`src/rtl/core/bpm_pkg.sv`:
```
// Shared types and constants for the buffer pool manager core.
// Used by the controller, the datapath, the top level and the checker.
package bpm_pkg;

	// Pool size and the widths that follow from it.
	localparam int NUM_BUFFERS = 4;
	localparam int IDX_W       = $clog2(NUM_BUFFERS);
	localparam int LVL_W       = $clog2(NUM_BUFFERS + 1);
	localparam int SUM_W       = LVL_W + 1;

	// Fixed widths of the transaction fields.
	localparam int OPCODE_W = 2;
	localparam int INDEX_W  = 8;
	localparam int STATUS_W = 3;
	localparam int COUNT_W  = 3;

	// Operation codes.
	typedef enum logic [OPCODE_W-1:0] {
		OP_GRAB    = 2'd0,
		OP_QUEUE   = 2'd1,
		OP_TAKE    = 2'd2,
		OP_RELEASE = 2'd3
	} opcode_t;

	// Result status codes.
	localparam logic [STATUS_W-1:0] RES_OK            = 3'd0;
	localparam logic [STATUS_W-1:0] RES_FREE_EMPTY    = 3'd1;
	localparam logic [STATUS_W-1:0] RES_RANGE         = 3'd2;
	localparam logic [STATUS_W-1:0] RES_WRONG_STATE   = 3'd3;
	localparam logic [STATUS_W-1:0] RES_PENDING_EMPTY = 3'd4;

	// Per-buffer ownership state.
	typedef enum logic [1:0] {
		BUF_FREE    = 2'd0,
		BUF_GRABBED = 2'd1,
		BUF_PENDING = 2'd2
	} bstate_t;

	// Request transaction.
	typedef struct packed {
		logic [OPCODE_W-1:0] opcode;
		logic [INDEX_W-1:0]  buf_id;
	} req_t;

	// Response transaction.
	typedef struct packed {
		logic [STATUS_W-1:0] status;
		logic [INDEX_W-1:0]  result_index;
		logic [COUNT_W-1:0]  free_count;
		logic [COUNT_W-1:0]  pending_count;
		logic [COUNT_W-1:0]  min_free_seen;
		logic [COUNT_W-1:0]  max_pending_seen;
	} rsp_t;

	// Commands from the controller to the datapath.
	typedef struct packed {
		logic load;
		logic commit;
	} ctrl_cmd_t;

endpackage

```
`src/rtl/core/bpm_ctrl.sv`:
```
// Controller of the buffer pool manager: request capture, execution and response valid.
// Depends on bpm_pkg for the command struct.
module bpm_ctrl (
	input  logic               clk,
	input  logic               arst_n,
	input  logic               req_valid,
	output logic               req_stall,
	output logic               rsp_valid,
	input  logic               rsp_stall,
	output bpm_pkg::ctrl_cmd_t cmd
);

	typedef enum logic [1:0] {
		S_IDLE = 2'b01,
		S_EXEC = 2'b10
	} fsm_state_t;

	fsm_state_t state_q;
	fsm_state_t state_nx;
	logic       rsp_valid_q;

	// Next state and datapath commands.
	always_comb begin
		state_nx   = state_q;
		cmd.load   = 1'b0;
		cmd.commit = 1'b0;
		case (state_q)
			S_IDLE: begin
				if (req_valid) begin
					cmd.load = 1'b1;
					state_nx = S_EXEC;
				end
			end
			S_EXEC: begin
				// Execute only once the response register is free or being emptied.
				if (!rsp_valid_q || !rsp_stall) begin
					cmd.commit = 1'b1;
					state_nx   = S_IDLE;
				end
			end
			default: begin
				state_nx = S_IDLE;
			end
		endcase
	end

	// State register and response valid flag.
	always_ff @(posedge clk or negedge arst_n) begin
		if (!arst_n) begin
			state_q     <= S_IDLE;
			rsp_valid_q <= 1'b0;
		end else begin
			state_q <= state_nx;
			if (cmd.commit) begin
				rsp_valid_q <= 1'b1;
			end else if (!rsp_stall) begin
				rsp_valid_q <= 1'b0;
			end
		end
	end

	assign req_stall = (state_q != S_IDLE);
	assign rsp_valid = rsp_valid_q;

endmodule

```
`src/rtl/core/bpm_datapath.sv`:
```
// Datapath of the buffer pool manager: free and pending FIFOs, buffer state table,
// level and watermark registers, request and response registers. Depends on bpm_pkg.
module bpm_datapath (
	input  logic               clk,
	input  logic               arst_n,
	input  bpm_pkg::ctrl_cmd_t cmd,
	input  bpm_pkg::req_t      req,
	output bpm_pkg::rsp_t      rsp
);

	localparam int N     = bpm_pkg::NUM_BUFFERS;
	localparam int IDX_W = bpm_pkg::IDX_W;
	localparam int LVL_W = bpm_pkg::LVL_W;
	localparam int SUM_W = bpm_pkg::SUM_W;

	// Ring position: pointer plus offset, wrapped once into the pool size.
	function automatic logic [IDX_W-1:0] wrap_add(
		input logic [IDX_W-1:0] ptr,
		input logic [LVL_W-1:0] ofs
	);
		logic [SUM_W-1:0] sum;
		sum = SUM_W'(ptr) + SUM_W'(ofs);
		if (sum >= SUM_W'(N)) begin
			sum = sum - SUM_W'(N);
		end
		return sum[IDX_W-1:0];
	endfunction

	bpm_pkg::req_t    req_q;
	bpm_pkg::rsp_t    rsp_q;
	logic [IDX_W-1:0] free_mem_q [N];
	logic [IDX_W-1:0] pend_mem_q [N];
	bpm_pkg::bstate_t state_q    [N];
	logic [IDX_W-1:0] free_rd_q;
	logic [IDX_W-1:0] pend_rd_q;
	logic [LVL_W-1:0] free_lvl_q;
	logic [LVL_W-1:0] pend_lvl_q;
	logic [LVL_W-1:0] low_q;
	logic [LVL_W-1:0] high_q;

	logic [IDX_W-1:0]            free_head;
	logic [IDX_W-1:0]            pend_head;
	logic [IDX_W-1:0]            idx_low;
	logic [IDX_W-1:0]            st_addr;
	bpm_pkg::bstate_t            st_rd;
	logic                        idx_ok;
	logic                        free_head_ok;
	logic                        pend_head_ok;
	logic                        do_grab;
	logic                        do_queue;
	logic                        do_take;
	logic                        do_release;
	logic [bpm_pkg::STATUS_W-1:0] status;
	logic [bpm_pkg::INDEX_W-1:0]  rindex;
	logic [LVL_W-1:0]            free_lvl_nx;
	logic [LVL_W-1:0]            pend_lvl_nx;
	logic [LVL_W-1:0]            low_nx;
	logic [LVL_W-1:0]            high_nx;

	// Decode the operation and check it against the FIFOs and the state table.
	always_comb begin
		free_head    = free_mem_q[free_rd_q];
		pend_head    = pend_mem_q[pend_rd_q];
		idx_low      = req_q.buf_id[IDX_W-1:0];
		idx_ok       = ({1'b0, req_q.buf_id} < (bpm_pkg::INDEX_W + 1)'(N));
		free_head_ok = ((IDX_W + 1)'(free_head) < (IDX_W + 1)'(N));
		pend_head_ok = ((IDX_W + 1)'(pend_head) < (IDX_W + 1)'(N));

		case (req_q.opcode)
			bpm_pkg::OP_GRAB: st_addr = free_head;
			bpm_pkg::OP_TAKE: st_addr = pend_head;
			default:          st_addr = idx_low;
		endcase
		st_rd = state_q[st_addr];

		status     = bpm_pkg::RES_OK;
		rindex     = '0;
		do_grab    = 1'b0;
		do_queue   = 1'b0;
		do_take    = 1'b0;
		do_release = 1'b0;

		case (req_q.opcode)
			bpm_pkg::OP_GRAB: begin
				if (free_lvl_q == '0) begin
					status = bpm_pkg::RES_FREE_EMPTY;
				end else begin
					rindex = bpm_pkg::INDEX_W'(free_head);
					if (!free_head_ok || st_rd != bpm_pkg::BUF_FREE) begin
						status = bpm_pkg::RES_WRONG_STATE;
					end else begin
						do_grab = 1'b1;
					end
				end
			end
			bpm_pkg::OP_QUEUE: begin
				rindex = req_q.buf_id;
				if (!idx_ok) begin
					status = bpm_pkg::RES_RANGE;
				end else if (st_rd != bpm_pkg::BUF_GRABBED || pend_lvl_q >= LVL_W'(N)) begin
					status = bpm_pkg::RES_WRONG_STATE;
				end else begin
					do_queue = 1'b1;
				end
			end
			bpm_pkg::OP_TAKE: begin
				if (pend_lvl_q == '0) begin
					status = bpm_pkg::RES_PENDING_EMPTY;
				end else begin
					rindex = bpm_pkg::INDEX_W'(pend_head);
					if (!pend_head_ok || st_rd != bpm_pkg::BUF_PENDING) begin
						status = bpm_pkg::RES_WRONG_STATE;
					end else begin
						do_take = 1'b1;
					end
				end
			end
			bpm_pkg::OP_RELEASE: begin
				rindex = req_q.buf_id;
				if (!idx_ok) begin
					status = bpm_pkg::RES_RANGE;
				end else if (st_rd != bpm_pkg::BUF_PENDING || free_lvl_q >= LVL_W'(N)) begin
					status = bpm_pkg::RES_WRONG_STATE;
				end else begin
					do_release = 1'b1;
				end
			end
			default: begin
				status = bpm_pkg::RES_WRONG_STATE;
			end
		endcase
	end

	// Levels and watermarks after the operation.
	always_comb begin
		free_lvl_nx = free_lvl_q;
		pend_lvl_nx = pend_lvl_q;
		if (do_grab) begin
			free_lvl_nx = free_lvl_q - LVL_W'(1);
		end
		if (do_release) begin
			free_lvl_nx = free_lvl_q + LVL_W'(1);
		end
		if (do_queue) begin
			pend_lvl_nx = pend_lvl_q + LVL_W'(1);
		end
		if (do_take) begin
			pend_lvl_nx = pend_lvl_q - LVL_W'(1);
		end
		low_nx  = (do_grab && free_lvl_nx < low_q) ? free_lvl_nx : low_q;
		high_nx = (do_queue && pend_lvl_nx > high_q) ? pend_lvl_nx : high_q;
	end

	// Request capture and response register.
	always_ff @(posedge clk) begin
		if (cmd.load) begin
			req_q <= req;
		end
		if (cmd.commit) begin
			rsp_q.status           <= status;
			rsp_q.result_index     <= rindex;
			rsp_q.free_count       <= bpm_pkg::COUNT_W'(free_lvl_nx);
			rsp_q.pending_count    <= bpm_pkg::COUNT_W'(pend_lvl_nx);
			rsp_q.min_free_seen    <= bpm_pkg::COUNT_W'(low_nx);
			rsp_q.max_pending_seen <= bpm_pkg::COUNT_W'(high_nx);
		end
	end

	// Pending FIFO storage: only entries already pushed are ever read.
	always_ff @(posedge clk) begin
		if (cmd.commit && do_queue) begin
			pend_mem_q[wrap_add(pend_rd_q, pend_lvl_q)] <= idx_low;
		end
	end

	// Free FIFO, state table, pointers, levels and watermarks.
	always_ff @(posedge clk or negedge arst_n) begin
		if (!arst_n) begin
			for (int i = 0; i < N; i++) begin
				free_mem_q[i] <= IDX_W'(i);
				state_q[i]    <= bpm_pkg::BUF_FREE;
			end
			free_rd_q  <= '0;
			pend_rd_q  <= '0;
			free_lvl_q <= LVL_W'(N);
			pend_lvl_q <= '0;
			low_q      <= LVL_W'(N);
			high_q     <= '0;
		end else if (cmd.commit) begin
			free_lvl_q <= free_lvl_nx;
			pend_lvl_q <= pend_lvl_nx;
			low_q      <= low_nx;
			high_q     <= high_nx;
			if (do_grab) begin
				free_rd_q          <= wrap_add(free_rd_q, LVL_W'(1));
				state_q[free_head] <= bpm_pkg::BUF_GRABBED;
			end
			if (do_queue) begin
				state_q[idx_low] <= bpm_pkg::BUF_PENDING;
			end
			if (do_take) begin
				pend_rd_q <= wrap_add(pend_rd_q, LVL_W'(1));
			end
			if (do_release) begin
				state_q[idx_low]                          <= bpm_pkg::BUF_FREE;
				free_mem_q[wrap_add(free_rd_q, free_lvl_q)] <= idx_low;
			end
		end
	end

	assign rsp = rsp_q;

endmodule

```
`src/rtl/core/buffer_pool_manager_core.sv`:
```
// Top level of the buffer pool manager core: controller plus datapath.
// Depends on bpm_pkg, bpm_ctrl and bpm_datapath.
//
// Each request transaction (grab, queue, take or release) yields exactly one response
// transaction carrying a status, an index and the current free and pending levels with
// their watermarks. The accepting edge captures the request; a later edge, once the
// response register is free or being emptied, checks and updates the FIFOs and the
// per-buffer state table, so a new request is accepted only after that execution.
// The response sits in an output register, so the next request is captured while it
// waits; execution of that request holds until the previous response has been taken. No
// clearing pass is needed after reset: requests are accepted from the first cycle.
module buffer_pool_manager_core (
	input  logic          clk,
	input  logic          arst_n,
	input  logic          req_valid,
	output logic          req_stall,
	input  bpm_pkg::req_t req,
	output logic          rsp_valid,
	input  logic          rsp_stall,
	output bpm_pkg::rsp_t rsp
);

	bpm_pkg::ctrl_cmd_t cmd;

	// Sequencing of capture and execution.
	bpm_ctrl u_ctrl (
		.clk       (clk),
		.arst_n    (arst_n),
		.req_valid (req_valid),
		.req_stall (req_stall),
		.rsp_valid (rsp_valid),
		.rsp_stall (rsp_stall),
		.cmd       (cmd)
	);

	// Pool storage and operation logic.
	bpm_datapath u_dp (
		.clk    (clk),
		.arst_n (arst_n),
		.cmd    (cmd),
		.req    (req),
		.rsp    (rsp)
	);

endmodule

```
`config.mk`:
```
export PLATFORM = sky130hd
export DESIGN_NAME = buffer_pool_manager_core
export DESIGN_NICKNAME = d
export VERILOG_FILES = /design/src/rtl/core/bpm_pkg.sv /design/src/rtl/core/bpm_ctrl.sv /design/src/rtl/core/bpm_datapath.sv /design/src/rtl/core/buffer_pool_manager_core.sv
export SDC_FILE = /design/constraint.sdc
export NUM_CORES = 1
export LEC_CHECK = 0
export BUFFER_PORTS_ARGS = -buffer_cell sky130_fd_sc_hd__buf_4
export CORE_MARGIN = 2
export CORE_UTILIZATION = 56
export DETAILED_ROUTE_END_ITERATION = 10
export PLACE_DENSITY_LB_ADDON = 0.3
export SLEW_MARGIN = 5
export SYNTH_ARGS = -nofsm -noshare
export SYNTH_HDL_FRONTEND = slang
export SYNTH_SLANG_ARGS = --single-unit
export TNS_END_PERCENT = 10
```
`constraint.sdc`:
```
create_clock -name clk -period 11.2 [get_ports clk]
set_input_delay 1.68 -clock clk [delete_from_list [all_inputs] [get_ports clk]]
set_output_delay 1.68 -clock clk [all_outputs]
set_load 0.03 [all_outputs]
```
## Word-level counts from Yosys, hierarchy flattened

Memories as Yosys holds them, arrays and structs flattened.
Cells that the tools add are included.

| operators by class | value |
|---|---|
| $add $sub $neg | 12 |
| $lt $le $gt $ge | 17 |
| bitwise logic cells | 13 |
| reductions and logical operators | 20 |
| equality and inequality tests | 11 |
| multiplexer cells | 67 |

Operator list:

| kind | number |
|---|---|
| 2-bit 2-to-1 mux | 22 |
| 8-bit 2-to-1 mux | 5 |
| 3-bit 2-to-1 mux | 10 |
| 3-bit greater-or-equal comparator, second input constant | 9 |
| 8-bit one-hot mux with 3 select lines | 1 |
| 1-bit 2-to-1 mux | 20 |
| 2-bit NOT with 3-bit output | 5 |
| 2-bit demux with 2-bit select | 3 |
| 3-bit one-hot mux with 4 select lines | 1 |
| 3-bit by 1-bit less-than comparator with 1-bit output, second input constant | 3 |
| 2-bit by 3-bit adder with 4-bit output | 2 |
| 4-bit AND | 2 |
| 8-bit AND | 1 |
| 2-bit binary-select mux with 2-bit select | 2 |
| 8-bit bitwise mux | 1 |
| 4-bit by 3-bit greater-or-equal comparator with 1-bit output, second input constant | 2 |
| 8-bit by 3-bit less-than comparator with 1-bit output, second input constant | 1 |
| 2-bit by 1-bit inequality test with 1-bit output, second input constant | 4 |
| 4-bit NOT | 2 |
| 8-bit NOT | 1 |
| 4-bit bitwise OR | 2 |
| 2-bit one-hot mux with 2 select lines | 2 |
| 2-bit AND reduction | 4 |
| 2-bit by 1-bit subtractor with 2-bit output, second input constant | 4 |
| 15 further kinds | 31 |

| word-level totals | value |
|---|---|
| RAM bits | 8 |
| logic and storage cells | 165 |
| output and inout bits | 25 |
| memories kept | 1 |
| bits in registers | 68 |
| input port bits | 14 |

Memories:

| name | depth | bits a word | read ports | clocked after Yosys merged registers in | wr ports | RTL line | text |
|---|---|---|---|---|---|---|---|
| u_dp.pend_mem_q | 4 | 2 | 1 | 0 | 1 | bpm_datapath.sv:32 | `logic [IDX_W-1:0] pend_mem_q [N];` |

## Logic depth before layout (Yosys ltp)

Gate-level depths: netlist of run 1.

| depth | value |
|---|---|
| word-level depth | 22 |
| depth in mapped cells | 16 |
| mapped depth without buffers | 14 |

## Modules after synthesis

Synthesis of run 1 repeated with hierarchy kept, for this count alone.

| unflattened totals | value |
|---|---|
| cells, all modules | 336 |
| area total of the unflattened synthesis | 4,076.4 um^2 |

By module, submodules not included:

| module | cells an instance | area an instance (um^2) | times used |
|---|---|---|---|
| bpm_datapath | 324 | 3,947.5 | 1 |
| bpm_ctrl | 12 | 128.9 | 1 |

## Worst setup path after synthesis of run 1

No wires, ideal clock.

| path | value |
|---|---|
| kind | register to register |
| from | reg u_dp.pend_rd_q[1] |
| to | reg u_dp.rsp_q, in the netlist u_dp.rsp[4], data pin |
| required time | 10,940 ps |
| arrival | 3,379 ps |
| cell stages (with the launch flop) | 16 |
| clock period less this slack | 3,639 ps |
| slack | 7,561 ps |
| path buffers | 2 |
| path through | dfrtp_1 -> buf_4 -> mux2_2 -> a32o_1 -> o31ai_4 -> mux2_2 -> nor2b_1 -> clkbuf_1 -> mux2i_1 -> o31ai_1 -> ha_1 -> a21boi_0 -> o21ai_0 -> nand2b_1 -> nor2_1 -> mux2_2 |

| on the way | value |
|---|---|
| longest elaborated chain between the ends | 15 |

Ends and longest elaborated chain:

| item | RTL line | text |
|---|---|---|
| from (decl) | bpm_datapath.sv:35 | `logic [IDX_W-1:0] pend_rd_q;` |
| from (signal assigned) | bpm_datapath.sv:202 | `pend_rd_q <= wrap_add(pend_rd_q, LVL_W'(1));` |
| memory read 4 x 2 bit (*) | n/a |  |
| 2-bit one-hot mux with 2 select lines (*) | bpm_datapath.sv:69 | `case (req_q.opcode)` |
| 2-bit NOT with 3-bit output (implied by the code) (*) | bpm_datapath.sv:74 | `st_rd = state_q[st_addr];` |
| 2-bit binary-select mux with 2-bit select (*) | bpm_datapath.sv:74 |  |
| 2-bit 2-to-1 mux (implied by the code) (*) (2 in series) | bpm_datapath.sv:74 |  |
| 2-bit nonzero test / 2-bit inequality test (equally long branches) | bpm_datapath.sv:89, bpm_datapath.sv:122 |  |
| 1-bit 2-to-1 mux / 1-bit logical OR (equally long branches) | bpm_datapath.sv:89, bpm_datapath.sv:122 |  |
| 1-bit 2-to-1 mux (on tied branches) | bpm_datapath.sv:85, bpm_datapath.sv:122 |  |
| 1-bit 2-to-1 mux (on tied branches) | bpm_datapath.sv:83, bpm_datapath.sv:120 |  |
| 3-bit 2-to-1 mux / 1-bit 2-to-1 mux (equally long branches) | bpm_datapath.sv:138, bpm_datapath.sv:83 |  |
| 3-bit 2-to-1 mux (*) | bpm_datapath.sv:141 | `if (do_release) begin` |
| via u_dp.free_lvl_nx[1] | bpm_datapath.sv:55 | `logic [LVL_W-1:0] free_lvl_nx;` |
| 3-bit less-than comparator | bpm_datapath.sv:150 | `low_nx = (do_grab && free_lvl_nx < low_q) ? free_lvl_nx : low_q;` |
| 1-bit logical AND | bpm_datapath.sv:150 |  |
| 3-bit 2-to-1 mux (*) | bpm_datapath.sv:150 |  |
| via u_dp.low_nx[1] | bpm_datapath.sv:57 | `logic [LVL_W-1:0] low_nx;` |
| to (decl) | bpm_datapath.sv:30 | `bpm_pkg::rsp_t rsp_q;` |

The timed path passes the listed nets; every way through them passes the cells marked *. The select of a mux whose other input is x is not followed.
A chain may end at the register's enable or synchronous reset.

## Final worst setup path of run 1

| path | value |
|---|---|
| from | reg u_dp.pend_rd_q[1] |
| to | reg u_dp.rsp_q, in the netlist u_dp.rsp[2], data pin |

| on the way | value |
|---|---|
| longest elaborated chain between the ends | 16 |

Ends and longest elaborated chain:

| item | RTL line | text |
|---|---|---|
| memory read 4 x 2 bit (*) | n/a |  |
| 2-bit one-hot mux with 2 select lines (*) | bpm_datapath.sv:69 |  |
| 2-bit NOT with 3-bit output (implied by the code) (*) | bpm_datapath.sv:74 |  |
| 2-bit binary-select mux with 2-bit select (*) | bpm_datapath.sv:74 |  |
| 2-bit 2-to-1 mux (implied by the code) (*) (2 in series) | bpm_datapath.sv:74 |  |
| 2-bit by 1-bit inequality test with 1-bit output | bpm_datapath.sv:100 | `end else if (st_rd != bpm_pkg::BUF_GRABBED \|\| pend_lvl_q >= LVL_W'(N)) begin` |
| 1-bit logical OR | bpm_datapath.sv:100 |  |
| 1-bit 2-to-1 mux | bpm_datapath.sv:100 |  |
| 1-bit 2-to-1 mux | bpm_datapath.sv:98 | `if (!idx_ok) begin` |
| 1-bit 2-to-1 mux | bpm_datapath.sv:83 | `case (req_q.opcode)` |
| 3-bit 2-to-1 mux | bpm_datapath.sv:144 | `if (do_queue) begin` |
| 3-bit 2-to-1 mux (*) | bpm_datapath.sv:147 | `if (do_take) begin` |
| via u_dp.pend_lvl_nx[1] | bpm_datapath.sv:56 | `logic [LVL_W-1:0] pend_lvl_nx;` |
| 3-bit > comparator (*) | bpm_datapath.sv:151 | `high_nx = (do_queue && pend_lvl_nx > high_q) ? pend_lvl_nx : high_q;` |
| 1-bit logical AND (*) | bpm_datapath.sv:151 |  |
| 3-bit 2-to-1 mux (*) | bpm_datapath.sv:151 |  |
| via u_dp.high_nx[2] | bpm_datapath.sv:58 | `logic [LVL_W-1:0] high_nx;` |

Marks and branches as above.

==> impl_metrics.tcl, run 1 <==
set metrics [dict create \
    run_status "complete, no violations" \
    hpwlAfterDp_mm 5.96 \
    timing.rr.start "u_dp.pend_rd_q[1]$_DFFE_PN0P_" \
    drc 0 \
    crit_start "u_dp.pend_rd_q[1]$_DFFE_PN0P_" \
    path_max_fanout 14 \
    synth-edff-count 41 \
    hold_class "flip-flop to flip-flop" \
    grt_antenna_before_repair 0 \
    cts_buffer_depth 2 \
    p_per_area_mw_per_mm2 163 \
    grt_max_degree 36 \
    fin_setup_tns_ns 0 \
    cts_buffers 9 \
    cts_num_sinks 76 \
    wl_met1_mm 3.46 \
    clk_latency_ns 0.35 \
    core_mm2 0.00714 \
    rsz0062_at_grt "no" \
    fmax_mhz 238 \
    seq_area_frac_synth_pct 51.9 \
    highest_layer "met4" \
    die_area_mm2 0.00798 \
    hp-start "u_dp.free_mem_q[6]$_DFFE_PN0P_" \
    cts-resized-gates 0 \
    yosysWarnings 0 \
    postCtsSetupRepairBufs 0 \
    routedWlPerCell_um 16.8 \
    met3_wirelength_um 441 \
    worst-setup-path-type "flip-flop to flip-flop" \
    syn_inst 338 \
    diodes 0 \
    drive_gt1_share_pct 25.5 \
    syn_to_final_growth_pct 13.9 \
    syn_nets 365 \
    cts_tree "built" \
    num_vias 2765 \
    grt_pass1_wl_mm 13.4 \
    clk_pin_slew_ns 0.08 \
    cp-end-kind "flip-flop" \
    gp_congestion 0.898 \
    worstSetupStartpointType "flip-flop" \
    rows 31 \
    final_area_mm2 0.00464 \
    drt-total-wl_mm 8.07 \
    period_needed_ns 4.20 \
    initial_core_util_pct 57.1 \
    firstDrtPassIters 4 \
    worst-slew-pin-transition_ns 0.930 \
    power_leakage_nw 1.93 \
    fin_util_pct 65.1 \
    io_pins 39 \
    power.ir.vdd_worst_uv 106 \
    postPlaceCellArea_mm2 0.00443 \
    nFillCells 583 \
    finalSetupViolCount 0 \
    synth_top_flop_cell "edfxtp_1" \
    required_ns 11.30 \
    crit_arrival_ns 4.30 \
    slew_headroom_pct 37.8 \
    multi_input_area_mm2 0.00183 \
    worst_slack_ns 7.00 \
    avgViaCountPerCell 5.76 \
    ant_nets 0 \
    synth_area_mm2 0.00408 \
    fin_nets 403 \
    dp_slack_ns 7.01 \
    synth-seq-cells 76 \
    port_buffers 38 \
    mostFrequentLayoutCell "edfxtp_1" \
    wl_met2_mm 3.98 \
    maxCapViolations 0 \
    syn_avg_cell_area_um2 12.1 \
    htree_levels 3 \
    grt_pass1_vias 2864 \
    hold_buffers 0 \
    drtIter0Drc 162 \
    grt-ovfl-total 0 \
    period_share_pct 37.5 \
    finClkSkew_ns 0.00974 \
    yosysUniqueCellTypes 68 \
    power_w 0.000758 \
    regArea_mm2 0.00212 \
    synthArstFlopShare_pct 46.1 \
    final_hold_viol_count 0 \
    mostFrequentLayoutCells "41 x edfxtp_1, 39 x buf_4, 28 x dfrtp_1" \
    globalRouteTotalUtil_pct 22.5 \
    fp.dieH_um 89.3 \
    chipWidth_um 89.3 \
    cts_root_buf "clkbuf_8" \
    slew_violations 0 \
]
-- final cells by class --
type | instances | area share, %
timing repair buffer | 39 | 6.31
tap | 99 | 2.67
multi-input combinational | 232 | 39.3
clock inverter | 6 | 1.91
inverter | 18 | 1.46
clock buffer | 10 | 2.75
sequential | 76 | 45.6
-- layer usage --
metal	up-vias	track usage (%)
li1	1325	-
met1	1344	28.9
met2	80	37.3
met3	16	3.60
met4	0	10.4
met5	-	0
-- state kept, by name (all words and copies together), names as in the netlist, 8 cells and up --
name and count:
u_dp.free_mem_q 8, u_dp.pend_mem_q 8, u_dp.req_q 8, u_dp.rsp 23, u_dp.state_q 8
-- worst max-delay path, stage by stage (launching register included) --
cell,delay (ns)
dfrtp_1,0.50
mux2_2,0.38
a32o_1,0.30
o31ai_4,0.31
mux2i_1,0.16
o32ai_2,0.79
o21ai_0,0.16
mux2i_1,0.22
ha_1,0.28
a21o_1,0.16
a21oi_1,0.13
a31oi_1,0.07
nand2_1,0.14
mux2_2,0.35
-- path summary, 6_finish.rpt --
check	slack (ns)	endpoint	cells past startpoint
max	7.00	u_dp.rsp[2]$_DFFE_PP_	13
min	0.50	u_dp.free_mem_q[6]$_DFFE_PN0P_	1
max reg2reg	7.00	u_dp.rsp[2]$_DFFE_PP_	13
min reg2reg	0.50	u_dp.free_mem_q[6]$_DFFE_PN0P_	1
max in group asynchronous	9.57	u_ctrl.state_q[0]$_DFFE_PN1P_	1
min in group asynchronous	1.28	u_dp.free_rd_q[0]$_DFFE_PN0P_	1
-- report_power, final --
part	leakage [nW]	internal (W)	switching (W)
registers	0.796	0.000328	0.0000309
clock network	0.103	0.000126	0.000101
logic	1.03	0.0000744	0.0000982
total	1.93	0.000528	0.000230
-- cells in the mapped netlist (all sizes together), types with 2 or more instances --
master  number  area, µm²
buf          7       47.6
or3          3       20.0
edfxtp      41       1230
dfrtp       28        701
a31oi       15       93.8
nand2b       9       56.3
o21a         3       22.5
a21oi       13       65.1
nand2       15       58.8
nor3         7       40.0
dfstp        7        184
o32ai        2       32.5
mux2        18        206
or2b         2       16.3
and2         8       50.1
xnor2       15        131
nor4         4       67.6
clkbuf       5       20.0
and2b        5       37.5
nor2b        8       50.1
nand4        5       46.3
inv         18       67.6
and3         5       31.3
o21ai        8       40.0
ha          13        163
mux2i       19        194
nor2        20       77.6
o31ai        2       28.8
o221a        2       31.3
a211oi       2       15.0
nand3        7       35.0
xor2         2       17.5
mux4         2       45.0
-- through the flow --
stage / hold slack [ns] / cells
detailed placement: 0.484 / 464
CTS: 0.501 / 480
floorplan: 0.452 / 338
finish: 0.499 / 480
global placement: 0.481 / 464
global route: 0.543 / 480
-- cell families after synthesis --
family / count (synthesis) / share of synthesized area [%]
AOI/OAI and AO/OA: 61 / 11.1
xor gates and xnor gates: 17 / 3.65
buffers and inverters: 30 / 3.31
and+or+nand+nor: 102 / 15.1
DFF: 76 / 51.9
muxes: 39 / 10.9
adders and majority gates: 13 / 3.99
Note: power is estimated with default switching activity, not from simulation.
==> run 2: changes to the inputs <==
==> constraint.sdc (replaced) <==
create_clock -name clk -period 4.05 [get_ports clk]
set_input_delay 0.6075 -clock clk [delete_from_list [all_inputs] [get_ports clk]]
set_output_delay 0.6075 -clock clk [all_outputs]
set_load 0.03 [all_outputs]
==> run 2 against run 1 <==
  * Non-clock buffer count up 16
  * Critical path depth stayed put
  * Final area is 3.1% higher
  * Sequential power grew to 2.7 times the previous value
  * Critical path type unchanged
  * Highest routed layer unchanged
  * Maximum frequency grew 8.8%
  * Flip-flop and latch count is the same
==> impl_metrics.tcl, run 2 (synthesis gave the netlist of run 1 again) <==
set metrics [dict create \
    run_status "complete, no violations" \
    fin_nets 419 \
    firstDrtPassIters 4 \
    worst-setup-path-type "flip-flop to flip-flop" \
    cts_num_sinks 76 \
    grt_max_degree 36 \
    cts_buffer_depth 2 \
    seqPwrFrac_pct 46.3 \
    largest_register_ffs 23 \
    cpMostUsedCell "mux2i_2" \
    initial_core_util_pct 57.1 \
    p_per_area_mw_per_mm2 442 \
    path_max_fanout 8 \
    drive_gt1_share_pct 29.5 \
    hold_buffers 0 \
    grt_pass1_vias 2798 \
    cp_num_buf_inv 0 \
    slew_headroom_pct 38.0 \
    htree_levels 3 \
    p_comb_share_pct 24.1 \
    clk_pin_slew_ns 0.08 \
    worst_r2r_path_depth 13 \
    clkPwrFrac_pct 29.6 \
    drtIter0Drc 178 \
    drt-total-wl_mm 8.15 \
    syn_to_final_growth_pct 17.4 \
    grt-ovfl-total 0 \
    p_int_w 0.00147 \
    cp-end-kind "flip-flop" \
    gp_congestion 0.939 \
    mostFrequentLayoutCells "55 x buf_4, 41 x edfxtp_1, 26 x dfrtp_1" \
    num_vias 2824 \
    grt_antenna_before_repair 0 \
    worst-slew-pin-transition_ns 0.927 \
    period_share_pct 95.4 \
    crit_slowest_cell "mux4_2" \
    power_leakage_nw 2.00 \
    crit_family "multiplexers" \
    cts_buffers 9 \
    hpwlAfterDp_mm 6.03 \
    final_hold_viol_count 0 \
    core_mm2 0.00714 \
    die_area_mm2 0.00798 \
    power.ir.vdd_worst_uv 266 \
    routedWlPerCell_um 16.4 \
    globalRouteTotalUtil_pct 22.7 \
    slew_violations 0 \
    rrSetupSlack_ns 0.19 \
    final_area_mm2 0.00479 \
    maxCapViolations 0 \
    cts_tree "built" \
    clk_latency_ns 0.36 \
    timing.rr.end "u_dp.rsp[5]$_DFFE_PP_" \
    finClkSkew_ns 0.00626 \
    grt_pass1_wl_mm 13.2 \
    crit_chain "mux4_2 -> o221a_4 -> mux2i_2 -> mux2i_2 -> nor4_4 -> mux2i_1 -> o31ai_1 -> ha_1 -> a21boi_0 -> o21ai_0 -> nand2b_1 -> nor2_2 -> mux2_2" \
    drc 0 \
    crit_arrival_ns 3.97 \
    fp.dieH_um 89.3 \
    switching_share_pct 30.4 \
    rows 31 \
    diodes 0 \
    mostFrequentLayoutCell "buf_4" \
    finalSetupViolCount 0 \
    hold_class "input pin to asynchronous set/reset pin" \
    cts_root_buf "clkbuf_8" \
    ant_nets 0 \
    avgViaCountPerCell 5.69 \
    chipWidth_um 89.3 \
    io_pins 39 \
    required_ns 4.16 \
    port_buffers 38 \
    postPlaceCellArea_mm2 0.00450 \
    fin_util_pct 67.1 \
    p_sw_w 0.000644 \
    timing.rr.start "u_dp.free_rd_q[0]$_DFFE_PN0P_" \
    fmax_mhz 259 \
    period_needed_ns 3.86 \
    slowest_delay_ns 0.57 \
    worstSetupStartpointType "flip-flop" \
]
-- run 2: cell count changes in the layout (fill, tap and decap cells not counted), sizes merged --
cell  before  now
buf       39   55
-- run 2: worst register-to-register path, delay by kind of cell, from the launching register on --
kind	cells	cell delay, ns
flops	1	0.44
mux	5	1.52
fa+ha+maj	1	0.29
simple gates	3	0.65
compound gates	4	0.72
-- run 2: stage by stage --
| stage | worst slack [ns] | hold WS (ns) | total power (W) | setup TNS, ns | cells |
|---|---|---|---|---|---|
| 3_5_place_dp | 0.0969 | 0.475 | 0.00149 | 0 | 474 |
| 2_1_floorplan | 0.411 | 0.312 | 0.00137 | 0 | 338 |
| 5_1_grt | -0.0255 | 0.229 | 0.00223 | -0.0505 | 496 |
| 3_3_place_gp | 0.288 | 0.474 | 0.00148 | 0 | 474 |
| 4_1_cts | 0.0909 | 0.201 | 0.00212 | 0 | 490 |
| 6_report | 0.187 | 0.193 | 0.00212 | 0 | 496 |
-- run 2: worst max-delay path by stage --
stage	endpoint	cells after the start	from	slack, ns
2_1_floorplan	u_dp.rsp[4]$_DFFE_PP_	15	u_dp.pend_rd_q[1]$_DFFE_PN0P_	0.41
3_3_place_gp	u_dp.rsp[4]$_DFFE_PP_	13	u_dp.free_rd_q[0]$_DFFE_PN0P_	0.29
3_5_place_dp	u_dp.rsp[5]$_DFFE_PP_	13	u_dp.free_rd_q[0]$_DFFE_PN0P_	0.1
4_1_cts	u_dp.rsp[5]$_DFFE_PP_	13	u_dp.free_rd_q[0]$_DFFE_PN0P_	0.09
5_1_grt	u_dp.rsp[4]$_DFFE_PP_	13	u_dp.free_rd_q[0]$_DFFE_PN0P_	-0.03
6_report	u_dp.rsp[5]$_DFFE_PP_	13	u_dp.free_rd_q[0]$_DFFE_PN0P_	0.19
-- run 2: layout make-up --
| cell class | count | area (µm²) |
|---|---|---|
| Timing Repair Buffer | 55 | 413 |
| Multi-Input combinational cell | 232 | 1850 |
| Clock inverter | 6 | 87.6 |
| Inverter | 18 | 67.6 |
| Sequential cell | 76 | 2120 |
| Fill cell | 566 | 2350 |
| Tap cell | 99 | 124 |
| Clock buffer | 10 | 128 |
-- run 2: timing repair --
| action | CTS | global route |
|---|---|---|
| setup endpoints to repair | 0 | 5 |
| resized for setup | 0 | 6 |
| hold endpoints to repair | 0 | 0 |
| setup buffers | 0 | 6 |
-- run 2: per-layer routing --
metal | vias to the layer above | track usage (%) | part of all wire, %
met2 | 67 | 38.2 | 50
met1 | 1395 | 27.9 | 43
met4 | 0 | 9.50 | 1.9
met5 | - | 0 | 0
li1 | 1349 | - | -
met3 | 13 | 5.72 | 4.5
-- run 2: power by group through the flow --
stage	logic (W)	registers [W]	clock network (W)
2_1_floorplan	0.000379	0.000987	0
5_1_grt	0.000571	0.000990	0.000671
6_report	0.000509	0.000980	0.000628
3_3_place_gp	0.000487	0.000993	0
3_5_place_dp	0.000495	0.000995	0
4_1_cts	0.000498	0.000979	0.000641
